## src/rtl/core/assert_macros.svh

```systemverilog
// ---------------------------------------------------------------------------
// Assertion macros
// Concurrent assertion wrappers shared by the RTL; empty when SYNTH is set.
// ---------------------------------------------------------------------------
`ifndef ASSERT_MACROS_SVH
`define ASSERT_MACROS_SVH

`ifndef SYNTH

// check prop on every rising edge of clk, skipped while rst is high
`define AR_ASSERT(lbl, clk, rst, prop) \
  lbl: assert property (@(posedge clk) disable iff (rst) prop) \
    else $error("ring coverage assertion failed");

// check prop on every rising edge of clk, reset included
`define AR_ASSERT_ALWAYS(lbl, clk, prop) \
  lbl: assert property (@(posedge clk) prop) \
    else $error("ring coverage assertion failed");

`else

`define AR_ASSERT(lbl, clk, rst, prop)
`define AR_ASSERT_ALWAYS(lbl, clk, prop)

`endif

`endif

```

## src/rtl/core/aaring_pkg.sv

```systemverilog
// ---------------------------------------------------------------------------
// aaring_pkg
// Widths, constants and item types of the antialiased ring coverage block.
// ---------------------------------------------------------------------------
`timescale 1ns / 1ps
`default_nettype none

package aaring_pkg;

  // texture and number format
  localparam int MAX_SIDE  = 1024;
  localparam int FRAC_BITS = 8;
  localparam int PIX_W     = 10;
  localparam int REG_W     = 17;
  localparam int ALPHA_W   = 8;
  localparam int CFG_IDX_W = 1;

  // derived datapath widths (distances in Q(FRAC_BITS+1))
  localparam int SIDE_W  = $clog2(MAX_SIDE) + 1;
  localparam int COORD_W = PIX_W + FRAC_BITS + 1;
  localparam int RAD2_W  = REG_W + 1;
  localparam int DELTA_W = (COORD_W > RAD2_W) ? COORD_W : RAD2_W;
  localparam int SQ_W    = 2 * DELTA_W;
  localparam int SUM_W   = SQ_W + 1;
  localparam int ROOT_W  = (SUM_W + 1) / 2;
  localparam int REM_W   = 2 * ROOT_W;
  localparam int DIFF_W  = ((ROOT_W > RAD2_W) ? ROOT_W : RAD2_W) + 2;
  localparam int OFF_W   = DIFF_W - 1;
  localparam int EDGE_W  = REG_W + 1;
  localparam int PROD_W  = EDGE_W + ALPHA_W;

  localparam logic [ALPHA_W-1:0] ALPHA_FULL = '1;
  localparam logic [23:0]        WHITE_RGB  = 24'hFFFFFF;

  // register map and reset values
  localparam logic [CFG_IDX_W-1:0] REG_RADIUS    = 1'b0;
  localparam logic [CFG_IDX_W-1:0] REG_THICKNESS = 1'b1;
  localparam logic [REG_W-1:0]     RADIUS_RESET  = 17'd65536;
  localparam logic [REG_W-1:0]     THICK_RESET   = 17'd768;

  // coverage class decided before the alpha ramp is scaled
  typedef enum logic [1:0] {
    COV_NONE,
    COV_RAMP,
    COV_FULL
  } cov_t;

  typedef struct packed {
    logic [REG_W-1:0] radius_q8;
    logic [REG_W-1:0] thickness_q8;
  } cfg_t;

  typedef struct packed {
    logic [PIX_W-1:0] pixel_x;
    logic [PIX_W-1:0] pixel_y;
  } in_item_t;

  typedef struct packed {
    logic [ALPHA_W-1:0] alpha;
    logic [31:0]        pixel_word;
    logic               outside_texture;
  } out_item_t;

  // squared distance from circle center
  typedef struct packed {
    logic [SUM_W-1:0] dist_sq;
    logic             outside;
  } sum_item_t;

  // distance from circle center, floor, Q(FRAC_BITS+1)
  typedef struct packed {
    logic [ROOT_W-1:0] distance;
    logic              outside;
  } root_item_t;

endpackage

`default_nettype wire

```

## src/rtl/core/antialiased_ring_alpha.sv

```systemverilog
// ---------------------------------------------------------------------------
// antialiased_ring_alpha
// Coverage alpha and white RGBA8888 word for one texel of a ring texture.
// ---------------------------------------------------------------------------
// Takes one texel (x, y) per clock and returns its stroke coverage. The
// pipeline is 3 stages of offset/square/sum, 20 square root stages
// (one root bit each) and 3 stages of ring offset, coverage class and alpha
// ramp; each stage holds its item on a stall, so throughput is one item per
// clock whenever the output side keeps taking results. Registers are written
// through cfg_we/cfg_index/cfg_data and must only change while the pipeline
// is empty.
`timescale 1ns / 1ps
`default_nettype none

`include "assert_macros.svh"

module antialiased_ring_alpha (
  input  wire logic                             clk,
  input  wire logic                             rst,
  input  wire logic                             cfg_we,
  input  wire logic [aaring_pkg::CFG_IDX_W-1:0] cfg_index,
  input  wire logic [aaring_pkg::REG_W-1:0]     cfg_data,
  input  wire logic                             in_valid,
  output logic                                  in_ready,
  input  wire aaring_pkg::in_item_t             in_item,
  output logic                                  out_valid,
  input  wire logic                             out_ready,
  output aaring_pkg::out_item_t                 out_item
);

  aaring_pkg::cfg_t       cfg;
  logic                   sum_valid, sum_ready;
  aaring_pkg::sum_item_t  sum_item;
  logic                   root_valid, root_ready;
  aaring_pkg::root_item_t root_item;

  // configuration registers
  always_ff @(posedge clk) begin
    if (rst) begin
      cfg.radius_q8    <= aaring_pkg::RADIUS_RESET;
      cfg.thickness_q8 <= aaring_pkg::THICK_RESET;
    end else if (cfg_we) begin
      case (cfg_index)
        aaring_pkg::REG_RADIUS:    cfg.radius_q8    <= cfg_data;
        aaring_pkg::REG_THICKNESS: cfg.thickness_q8 <= cfg_data;
        default: ;
      endcase
    end
  end

  // squared distance
  aaring_front u_front (
    .clk       (clk),
    .rst       (rst),
    .cfg       (cfg),
    .in_valid  (in_valid),
    .in_ready  (in_ready),
    .in_item   (in_item),
    .out_valid (sum_valid),
    .out_ready (sum_ready),
    .out_item  (sum_item)
  );

  // distance
  aaring_sqrt u_sqrt (
    .clk       (clk),
    .rst       (rst),
    .in_valid  (sum_valid),
    .in_ready  (sum_ready),
    .in_item   (sum_item),
    .out_valid (root_valid),
    .out_ready (root_ready),
    .out_item  (root_item)
  );

  // coverage
  aaring_back u_back (
    .clk       (clk),
    .rst       (rst),
    .cfg       (cfg),
    .in_valid  (root_valid),
    .in_ready  (root_ready),
    .in_item   (root_item),
    .out_valid (out_valid),
    .out_ready (out_ready),
    .out_item  (out_item)
  );

  // texels outside the texture are never covered
  `AR_ASSERT(a_outside_clear, clk, rst, out_valid && out_item.outside_texture |-> out_item.alpha == '0)
  // pixel word is white with alpha in the low byte
  `AR_ASSERT(a_word_rgb, clk, rst, out_valid |-> out_item.pixel_word[31:8] == aaring_pkg::WHITE_RGB)
  `AR_ASSERT(a_word_alpha, clk, rst, out_valid |-> out_item.pixel_word[7:0] == out_item.alpha)
  // pipeline is empty and ready right after reset
  `AR_ASSERT_ALWAYS(a_ready_after_rst, clk, $past(rst) && !rst |-> in_ready && !out_valid)

endmodule

`default_nettype wire

```

## src/rtl/core/aaring_front.sv

```systemverilog
// ---------------------------------------------------------------------------
// aaring_front
// Texel center offsets, squares and squared distance: three stages.
// ---------------------------------------------------------------------------
`timescale 1ns / 1ps
`default_nettype none

module aaring_front (
  input  wire logic                 clk,
  input  wire logic                 rst,
  input  wire aaring_pkg::cfg_t     cfg,
  input  wire logic                 in_valid,
  output logic                      in_ready,
  input  wire aaring_pkg::in_item_t in_item,
  output logic                      out_valid,
  input  wire logic                 out_ready,
  output aaring_pkg::sum_item_t     out_item
);

  // stage A: offsets from center
  logic                               va;
  logic [aaring_pkg::DELTA_W-1:0]     dxa, dya;
  logic                               outa;
  // stage B: squares
  logic                               vb;
  logic [aaring_pkg::SQ_W-1:0]        sqx, sqy;
  logic                               outb;
  // stage C: sum
  logic                               vc;
  logic [aaring_pkg::SUM_W-1:0]       sumc;
  logic                               outc;

  logic rdy_a, rdy_b, rdy_c;

  logic [aaring_pkg::DELTA_W-1:0] cx, cy, r2;
  logic [aaring_pkg::DELTA_W-1:0] dx, dy;
  logic [aaring_pkg::REG_W-1:0]   side_raw;
  logic [aaring_pkg::SIDE_W-1:0]  side;
  logic                           outside;

  // each stage takes a new item when empty or when the next one moves
  assign rdy_c    = !vc || out_ready;
  assign rdy_b    = !vb || rdy_c;
  assign rdy_a    = !va || rdy_b;
  assign in_ready = rdy_a;

  // texel center (x + 0.5) and doubled radius, both Q(F+1)
  assign cx = aaring_pkg::DELTA_W'({in_item.pixel_x, 1'b1,
                                    {aaring_pkg::FRAC_BITS{1'b0}}});
  assign cy = aaring_pkg::DELTA_W'({in_item.pixel_y, 1'b1,
                                    {aaring_pkg::FRAC_BITS{1'b0}}});
  assign r2 = aaring_pkg::DELTA_W'({cfg.radius_q8, 1'b0});
  assign dx = (cx >= r2) ? (cx - r2) : (r2 - cx);
  assign dy = (cy >= r2) ? (cy - r2) : (r2 - cy);

  // texture side = floor(2 * radius), saturated
  assign side_raw = cfg.radius_q8 >> (aaring_pkg::FRAC_BITS - 1);
  assign side     = (side_raw > aaring_pkg::REG_W'(aaring_pkg::MAX_SIDE)) ?
                    aaring_pkg::SIDE_W'(aaring_pkg::MAX_SIDE) :
                    aaring_pkg::SIDE_W'(side_raw);
  assign outside  = (aaring_pkg::SIDE_W'(in_item.pixel_x) >= side) ||
                    (aaring_pkg::SIDE_W'(in_item.pixel_y) >= side);

  // valid bits
  always_ff @(posedge clk) begin
    if (rst) begin
      va <= 1'b0;
      vb <= 1'b0;
      vc <= 1'b0;
    end else begin
      if (rdy_a) va <= in_valid;
      if (rdy_b) vb <= va;
      if (rdy_c) vc <= vb;
    end
  end

  // payload
  always_ff @(posedge clk) begin
    if (rdy_a && in_valid) begin
      dxa  <= dx;
      dya  <= dy;
      outa <= outside;
    end
    if (rdy_b && va) begin
      sqx  <= dxa * dxa;
      sqy  <= dya * dya;
      outb <= outa;
    end
    if (rdy_c && vb) begin
      sumc <= aaring_pkg::SUM_W'(sqx) + aaring_pkg::SUM_W'(sqy);
      outc <= outb;
    end
  end

  assign out_valid        = vc;
  assign out_item.dist_sq = sumc;
  assign out_item.outside = outc;

endmodule

`default_nettype wire

```

## src/rtl/core/aaring_sqrt.sv

```systemverilog
// ---------------------------------------------------------------------------
// aaring_sqrt
// Pipelined restoring square root: one root bit per stage, floor result.
// ---------------------------------------------------------------------------
`timescale 1ns / 1ps
`default_nettype none

module aaring_sqrt (
  input  wire logic                  clk,
  input  wire logic                  rst,
  input  wire logic                  in_valid,
  output logic                       in_ready,
  input  wire aaring_pkg::sum_item_t in_item,
  output logic                       out_valid,
  input  wire logic                  out_ready,
  output aaring_pkg::root_item_t     out_item
);

  localparam int N = aaring_pkg::ROOT_W;

  // per-stage state: remainder n - q*q, partial root q, flags
  logic [aaring_pkg::REM_W-1:0]  rem  [N-1];
  logic [aaring_pkg::ROOT_W-1:0] root [N];
  logic                          outs [N];
  logic                          v    [N];
  logic                          rdy  [N+1];

  assign rdy[N]   = out_ready;
  assign in_ready = rdy[0];

  for (genvar s = 0; s < N; s++) begin : g_step
    // root bit decided in this stage
    localparam int K = N - 1 - s;

    logic [aaring_pkg::REM_W-1:0]  rem_in, trial;
    logic [aaring_pkg::ROOT_W-1:0] root_in, root_set;
    logic                          out_in, v_in, take;

    if (s == 0) begin : g_first
      assign rem_in  = aaring_pkg::REM_W'(in_item.dist_sq);
      assign root_in = '0;
      assign out_in  = in_item.outside;
      assign v_in    = in_valid;
    end else begin : g_next
      assign rem_in  = rem[s-1];
      assign root_in = root[s-1];
      assign out_in  = outs[s-1];
      assign v_in    = v[s-1];
    end

    // (q + 2^K)^2 - q^2 = q*2^(K+1) + 4^K
    assign trial    = (aaring_pkg::REM_W'(root_in) << (K + 1)) +
                      (aaring_pkg::REM_W'(1) << (2 * K));
    assign take     = (rem_in >= trial);
    assign root_set = root_in | (aaring_pkg::ROOT_W'(1) << K);

    assign rdy[s] = !v[s] || rdy[s+1];

    always_ff @(posedge clk) begin
      if (rst) begin
        v[s] <= 1'b0;
      end else if (rdy[s]) begin
        v[s] <= v_in;
      end
    end

    always_ff @(posedge clk) begin
      if (rdy[s] && v_in) begin
        root[s] <= take ? root_set : root_in;
        outs[s] <= out_in;
      end
    end

    // the last stage needs no remainder
    if (s < N - 1) begin : g_rem
      logic [aaring_pkg::REM_W-1:0] rem_sub;

      assign rem_sub = rem_in - trial;

      always_ff @(posedge clk) begin
        if (rdy[s] && v_in) begin
          rem[s] <= take ? rem_sub : rem_in;
        end
      end
    end
  end

  assign out_valid         = v[N-1];
  assign out_item.distance = root[N-1];
  assign out_item.outside  = outs[N-1];

endmodule

`default_nettype wire

```

## src/rtl/core/aaring_back.sv

```systemverilog
// ---------------------------------------------------------------------------
// aaring_back
// Offset from the stroke ring, coverage class and alpha ramp: three stages.
// ---------------------------------------------------------------------------
`timescale 1ns / 1ps
`default_nettype none

module aaring_back (
  input  wire logic                   clk,
  input  wire logic                   rst,
  input  wire aaring_pkg::cfg_t       cfg,
  input  wire logic                   in_valid,
  output logic                        in_ready,
  input  wire aaring_pkg::root_item_t in_item,
  output logic                        out_valid,
  input  wire logic                   out_ready,
  output aaring_pkg::out_item_t       out_item
);

  // stage 1: offset from ring
  logic                             v1;
  logic [aaring_pkg::OFF_W-1:0]     off1;
  logic                             out1;
  // stage 2: class and ramp factor
  logic                             v2;
  aaring_pkg::cov_t                 cls2;
  logic [aaring_pkg::EDGE_W-1:0]    fact2;
  logic                             out2;
  // stage 3: output register
  logic                             v3;
  aaring_pkg::out_item_t            item3;

  logic rdy_1, rdy_2, rdy_3;

  logic signed [aaring_pkg::DIFF_W-1:0] centre, diff, core;
  logic [aaring_pkg::DIFF_W-1:0]        off_w;
  logic [aaring_pkg::EDGE_W-1:0]        edge_pt;
  logic [aaring_pkg::OFF_W-1:0]         fact_w;
  logic                                 core_hit, edge_hit;
  aaring_pkg::cov_t                     cls;
  logic [aaring_pkg::PROD_W-1:0]        prod, scaled;
  logic [aaring_pkg::ALPHA_W-1:0]       alpha;

  assign rdy_3    = !v3 || out_ready;
  assign rdy_2    = !v2 || rdy_3;
  assign rdy_1    = !v1 || rdy_2;
  assign in_ready = rdy_1;

  // ring center radius = 2r - t in Q(F+1); offset = |dist - center|
  assign centre = $signed(aaring_pkg::DIFF_W'({cfg.radius_q8, 1'b0})) -
                  $signed(aaring_pkg::DIFF_W'(cfg.thickness_q8));
  assign diff   = $signed(aaring_pkg::DIFF_W'(in_item.distance)) - centre;
  assign off_w  = diff[aaring_pkg::DIFF_W-1] ? aaring_pkg::DIFF_W'(-diff) :
                                               aaring_pkg::DIFF_W'(diff);

  // core limit t - half pixel may be negative (no core)
  assign core     = $signed(aaring_pkg::DIFF_W'(cfg.thickness_q8)) -
                    $signed(aaring_pkg::DIFF_W'(2 ** aaring_pkg::FRAC_BITS));
  assign edge_pt  = aaring_pkg::EDGE_W'(cfg.thickness_q8) +
                    aaring_pkg::EDGE_W'(2 ** aaring_pkg::FRAC_BITS);
  assign core_hit = !core[aaring_pkg::DIFF_W-1] &&
                    (off1 < core[aaring_pkg::OFF_W-1:0]);
  assign edge_hit = off1 < aaring_pkg::OFF_W'(edge_pt);
  assign fact_w   = aaring_pkg::OFF_W'(edge_pt) - off1;

  always_comb begin
    if (out1) begin
      cls = aaring_pkg::COV_NONE;
    end else if (core_hit) begin
      cls = aaring_pkg::COV_FULL;
    end else if (edge_hit) begin
      cls = aaring_pkg::COV_RAMP;
    end else begin
      cls = aaring_pkg::COV_NONE;
    end
  end

  // ramp: floor(fact * 255 / 2^(F+1)), capped
  assign prod   = (aaring_pkg::PROD_W'(fact2) << aaring_pkg::ALPHA_W) -
                  aaring_pkg::PROD_W'(fact2);
  assign scaled = prod >> (aaring_pkg::FRAC_BITS + 1);

  always_comb begin
    case (cls2)
      aaring_pkg::COV_FULL: begin
        alpha = aaring_pkg::ALPHA_FULL;
      end
      aaring_pkg::COV_RAMP: begin
        alpha = (scaled > aaring_pkg::PROD_W'(aaring_pkg::ALPHA_FULL)) ?
                aaring_pkg::ALPHA_FULL : scaled[aaring_pkg::ALPHA_W-1:0];
      end
      default: begin
        alpha = '0;
      end
    endcase
  end

  // valid bits
  always_ff @(posedge clk) begin
    if (rst) begin
      v1 <= 1'b0;
      v2 <= 1'b0;
      v3 <= 1'b0;
    end else begin
      if (rdy_1) v1 <= in_valid;
      if (rdy_2) v2 <= v1;
      if (rdy_3) v3 <= v2;
    end
  end

  // payload
  always_ff @(posedge clk) begin
    if (rdy_1 && in_valid) begin
      off1 <= off_w[aaring_pkg::OFF_W-1:0];
      out1 <= in_item.outside;
    end
    if (rdy_2 && v1) begin
      cls2  <= cls;
      fact2 <= fact_w[aaring_pkg::EDGE_W-1:0];
      out2  <= out1;
    end
    if (rdy_3 && v2) begin
      item3.alpha           <= alpha;
      item3.pixel_word      <= {aaring_pkg::WHITE_RGB, alpha};
      item3.outside_texture <= out2;
    end
  end

  assign out_valid = v3;
  assign out_item  = item3;

endmodule

`default_nettype wire

```

## config.mk

```make
export PLATFORM = sky130hd
export DESIGN_NAME = antialiased_ring_alpha
export DESIGN_NICKNAME = d
export VERILOG_FILES = /design/src/rtl/core/aaring_pkg.sv /design/src/rtl/core/antialiased_ring_alpha.sv /design/src/rtl/core/aaring_front.sv /design/src/rtl/core/aaring_sqrt.sv /design/src/rtl/core/aaring_back.sv
export VERILOG_INCLUDE_DIRS = /design/src /design/src/rtl/core
export SDC_FILE = /design/constraint.sdc
export NUM_CORES = 2
export LEC_CHECK = 0
export BUFFER_PORTS_ARGS = -buffer_cell sky130_fd_sc_hd__buf_4
export CAP_MARGIN = 15
export CORE_ASPECT_RATIO = 0.8
export CORE_UTILIZATION = 30
export DETAILED_ROUTE_END_ITERATION = 6
export SLEW_MARGIN = 20
export SYNTH_ARGS = -nofsm -noshare
export SYNTH_HDL_FRONTEND = slang
export SYNTH_SLANG_ARGS = --single-unit
```

## constraint.sdc

```tcl
create_clock -name clk -period 9.4 [get_ports clk]
set_input_delay 1.88 -clock clk [delete_from_list [all_inputs] [get_ports clk]]
set_output_delay 1.88 -clock clk [all_outputs]
set_load 0.05 [all_outputs]
```

==> flow_metrics.env <==
export IMPL_status="finished clean"
export IMPL_slowest_stage="edfxtp_1"
export IMPL_cts_repair_resized=0
export IMPL_path_clk_slew_ns=0.06
export IMPL_numCtsBuffers=131
export IMPL_fp_dieW_um=577.8
export IMPL_synth_avg_cell_area_um2=11.07
export IMPL_rr_endpoint="u_front.sqy[37]$_DFFE_PP_"
export IMPL_max_freq_ghz=0.1286
export IMPL_drt_total_wl_mm=173.8
export IMPL_setup_viol=0
export IMPL_ant_nets=0
export IMPL_max_cap_violations=0
export IMPL_synth_edf_count=1148
export IMPL_grt_antenna_before_repair=11
export IMPL_cp_start_kind="flip-flop"
export IMPL_skew_ns=0.03909
export IMPL_dieArea_mm2=0.2673
export IMPL_r2r_worst_path_cells=23
export IMPL_ys_warn_count=0
export IMPL_final_hold_violation_count=0
export IMPL_cts_root_buf="clkbuf_16"
export IMPL_die_y_um=462.7
export IMPL_syn_inst=7190
export IMPL_slew_viol_final=0
export IMPL_hold_end="u_sqrt.rem[0][33]$_DFFE_PP_"
export IMPL_ys_flop_type="edfxtp_1"
export IMPL_grt_pass1_wl_mm=279.8
export IMPL_synth_most_common_cell="edfxtp_1"
export IMPL_firstDrtPassIters=6
export IMPL_grt_pass1_vias=51940
export IMPL_maxSlewHeadroom=0.3315
export IMPL_ctsHoldBuffers=0
export IMPL_critPathKind="reg2reg"
export IMPL_synth_common_cells="edfxtp_1, inv_1, ha_1"
export IMPL_core_mm2=0.2628
export IMPL_fin_crit_sh=0.8272
export IMPL_synthArstFlopShare=0
export IMPL_finalCriticalPeriod_ns=7.776
export IMPL_gr_total_overflow=0
export IMPL_yosysSeqAreaShare=0.4433
export IMPL_endpoint_kind="flip-flop"
export IMPL_cp_top_family="adder cells"
export IMPL_synth_top_area_frac=0.4332
export IMPL_vias=51380
export IMPL_place_hpwl_mm=137.6
export IMPL_worstPathCellList="nand2_1, fa_1, inv_1, fa_1, inv_1, fa_1, fa_1, inv_1, fa_1, inv_1, fa_1, inv_1, ha_1, a21oi_1, nor2_1, o21a_1, a2111oi_1, o2111ai_1, o311ai_1, nand3_1, a31o_2, a21oi_1, xnor2_1"
export IMPL_cts_setup_buffers=0
export IMPL_synth_top_area_cell="edfxtp_1"
export IMPL_drt_iter0_drc=3759
export IMPL_area_growth_pct=11.34
export IMPL_synth_seq_cells=1188
export IMPL_vias_per_cell=4.722
export IMPL_synth_cell_area_mm2=0.07958
export IMPL_synth_cell_type_count=82
export IMPL_globalplace_congestion=0.8771
export IMPL_cp_max_fo=18
export IMPL_wl_per_cell_um=15.98
export IMPL_fin_setup_tns_ns=0
export IMPL_reg2reg_slack_ns=1.62
export IMPL_critPathArrivalTime_ns=8.28
export IMPL_hold_path_class="reg2reg"
export IMPL_final_nets=8446
export IMPL_clk_latency_ns=0.78
export IMPL_cpPeakStageDelay_ns=0.84
export IMPL_clock_path_buffers=3
export IMPL_worst_ep_required_time_ns=9.90
export IMPL_r2r_start="u_front.dya[5]$_DFFE_PP_"
export IMPL_cts_sinks=1188
export IMPL_grt_total_usage=0.1293
export IMPL_worstHoldStart="u_front.sumc[33]$_DFFE_PP_"
export IMPL_min_path_cells=0
export IMPL_cts_tree="built"
export IMPL_worst_pin_slew_ns=1.003
export IMPL_rsz0062_at_grt="no"
export IMPL_initial_utilization=0.3029
export IMPL_htreeDepth=4
export IMPL_synthTopCellsByArea="edfxtp_1, fa_1, ha_1"
export IMPL_fp_row_count=168
export IMPL_io_buffers=61
export IMPL_worst_path_most_repeated_cell="fa_1"
export IMPL_crit_buf_inv=5
export IMPL_ioPinCount=86
export IMPL_drc=0
export IMPL_grt_max_degree=75
export IMPL_drive_gt1_frac=0.05687
==> area by class of cell <==
class / instances / area [um^2]
sequential: 1188 / 35270
inverter: 1084 / 4069
clock buffer: 161 / 3463
multi-input combinational: 4759 / 39740
clock inverter: 80 / 799.5
timing repair buffer: 113 / 873.3
fill: 25950 / 174100
antenna: 10 / 25.02
tap: 3485 / 4360
==> flip-flops by register name, indices dropped and copies added, names as in the netlist, 20 cells and up <==
name / count
u_sqrt.rem: 704
u_sqrt.root: 209
u_front.sumc: 36
u_front.sqy: 35
cfg: 34
u_front.sqx: 34
u_back.off1: 21
u_sqrt.outs: 20
u_sqrt.v: 20
==> logic make-up (layout without fill, tap and decap cells) <==
group	count (synthesis)	in the layout	synth area share
xor gates and xnor gates	525	525	0.05778
muxes	42	42	0.005739
DFF	1188	1188	0.4433
and+or+nand+nor	1838	1838	0.1172
AOI/OAI and AO/OA	1202	1202	0.09462
other	2	36	0.00009437
buffers and inverters	1267	1438	0.06156
adders and majority gates	1126	1126	0.2197
==> layout by cell type (no fill, tap or decap), types with 37 or more instances in the layout <==
| master | n |
|---|---|
| edfxtp_1 | 1148 |
| inv_1 | 1084 |
| ha_1 | 674 |
| nand2_1 | 531 |
| fa_1 | 452 |
| a21oi_1 | 385 |
| nor2_1 | 336 |
| xnor2_1 | 331 |
| o21ai_0 | 262 |
| xor2_1 | 194 |
| a21o_1 | 151 |
| and2_1 | 148 |
| nor3_1 | 134 |
| clkbuf_16 | 133 |
| buf_4 | 111 |
| nor4_1 | 107 |
| nor2b_1 | 98 |
| nand3_1 | 85 |
| o21a_1 | 83 |
| nand2b_1 | 82 |
| or3_1 | 56 |
| nand4_1 | 54 |
| o31ai_1 | 42 |
| dfxtp_1 | 40 |
| or2_2 | 38 |
| o21bai_1 | 37 |
==> per-stage QoR <==
step	hold WS, ns	utilization	cell area (um^2)	setup WS (ns)	std cells
after floorplan	0.4003	-	79670	2.257	7214
after CTS	0.4185	0.3369	88520	1.658	10870
after global routing	0.4213	0.3372	88600	1.226	10880
after global placement	0.4005	0.3206	84250	1.748	10630
after detailed placement	0.4045	0.3207	84260	1.751	10630
final	0.4095	0.3372	88600	1.624	10880
==> worst max path at each step <==
stage          cells past startpoint  slack, ns                startpoint                   endpoint
2_1_floorplan                      7       2.26                 out_ready  u_sqrt.outs[12]$_DFFE_PP_
3_3_place_gp                      24       1.75  u_front.dya[6]$_DFFE_PP_  u_front.sqy[37]$_DFFE_PP_
3_5_place_dp                      24       1.75  u_front.dya[6]$_DFFE_PP_  u_front.sqy[37]$_DFFE_PP_
4_1_cts                           23       1.66  u_front.dya[5]$_DFFE_PP_  u_front.sqy[37]$_DFFE_PP_
5_1_grt                           23       1.23  u_front.dya[4]$_DFFE_PP_  u_front.sqy[37]$_DFFE_PP_
6_report                          23       1.62  u_front.dya[5]$_DFFE_PP_  u_front.sqy[37]$_DFFE_PP_
==> per-layer routing <==
metal | wire length, um | global-route usage | share of wire
met4 | 3409 | 0.03830 | 0.020
met1 | 82680 | 0.1810 | 0.48
met5 | 0 | 0 | 0
met2 | 79690 | 0.2044 | 0.46
met3 | 8038 | 0.02110 | 0.046
Power is not shown: default switching activity piles up to over one toggle a cycle in this logic, so the estimate is an artifact.
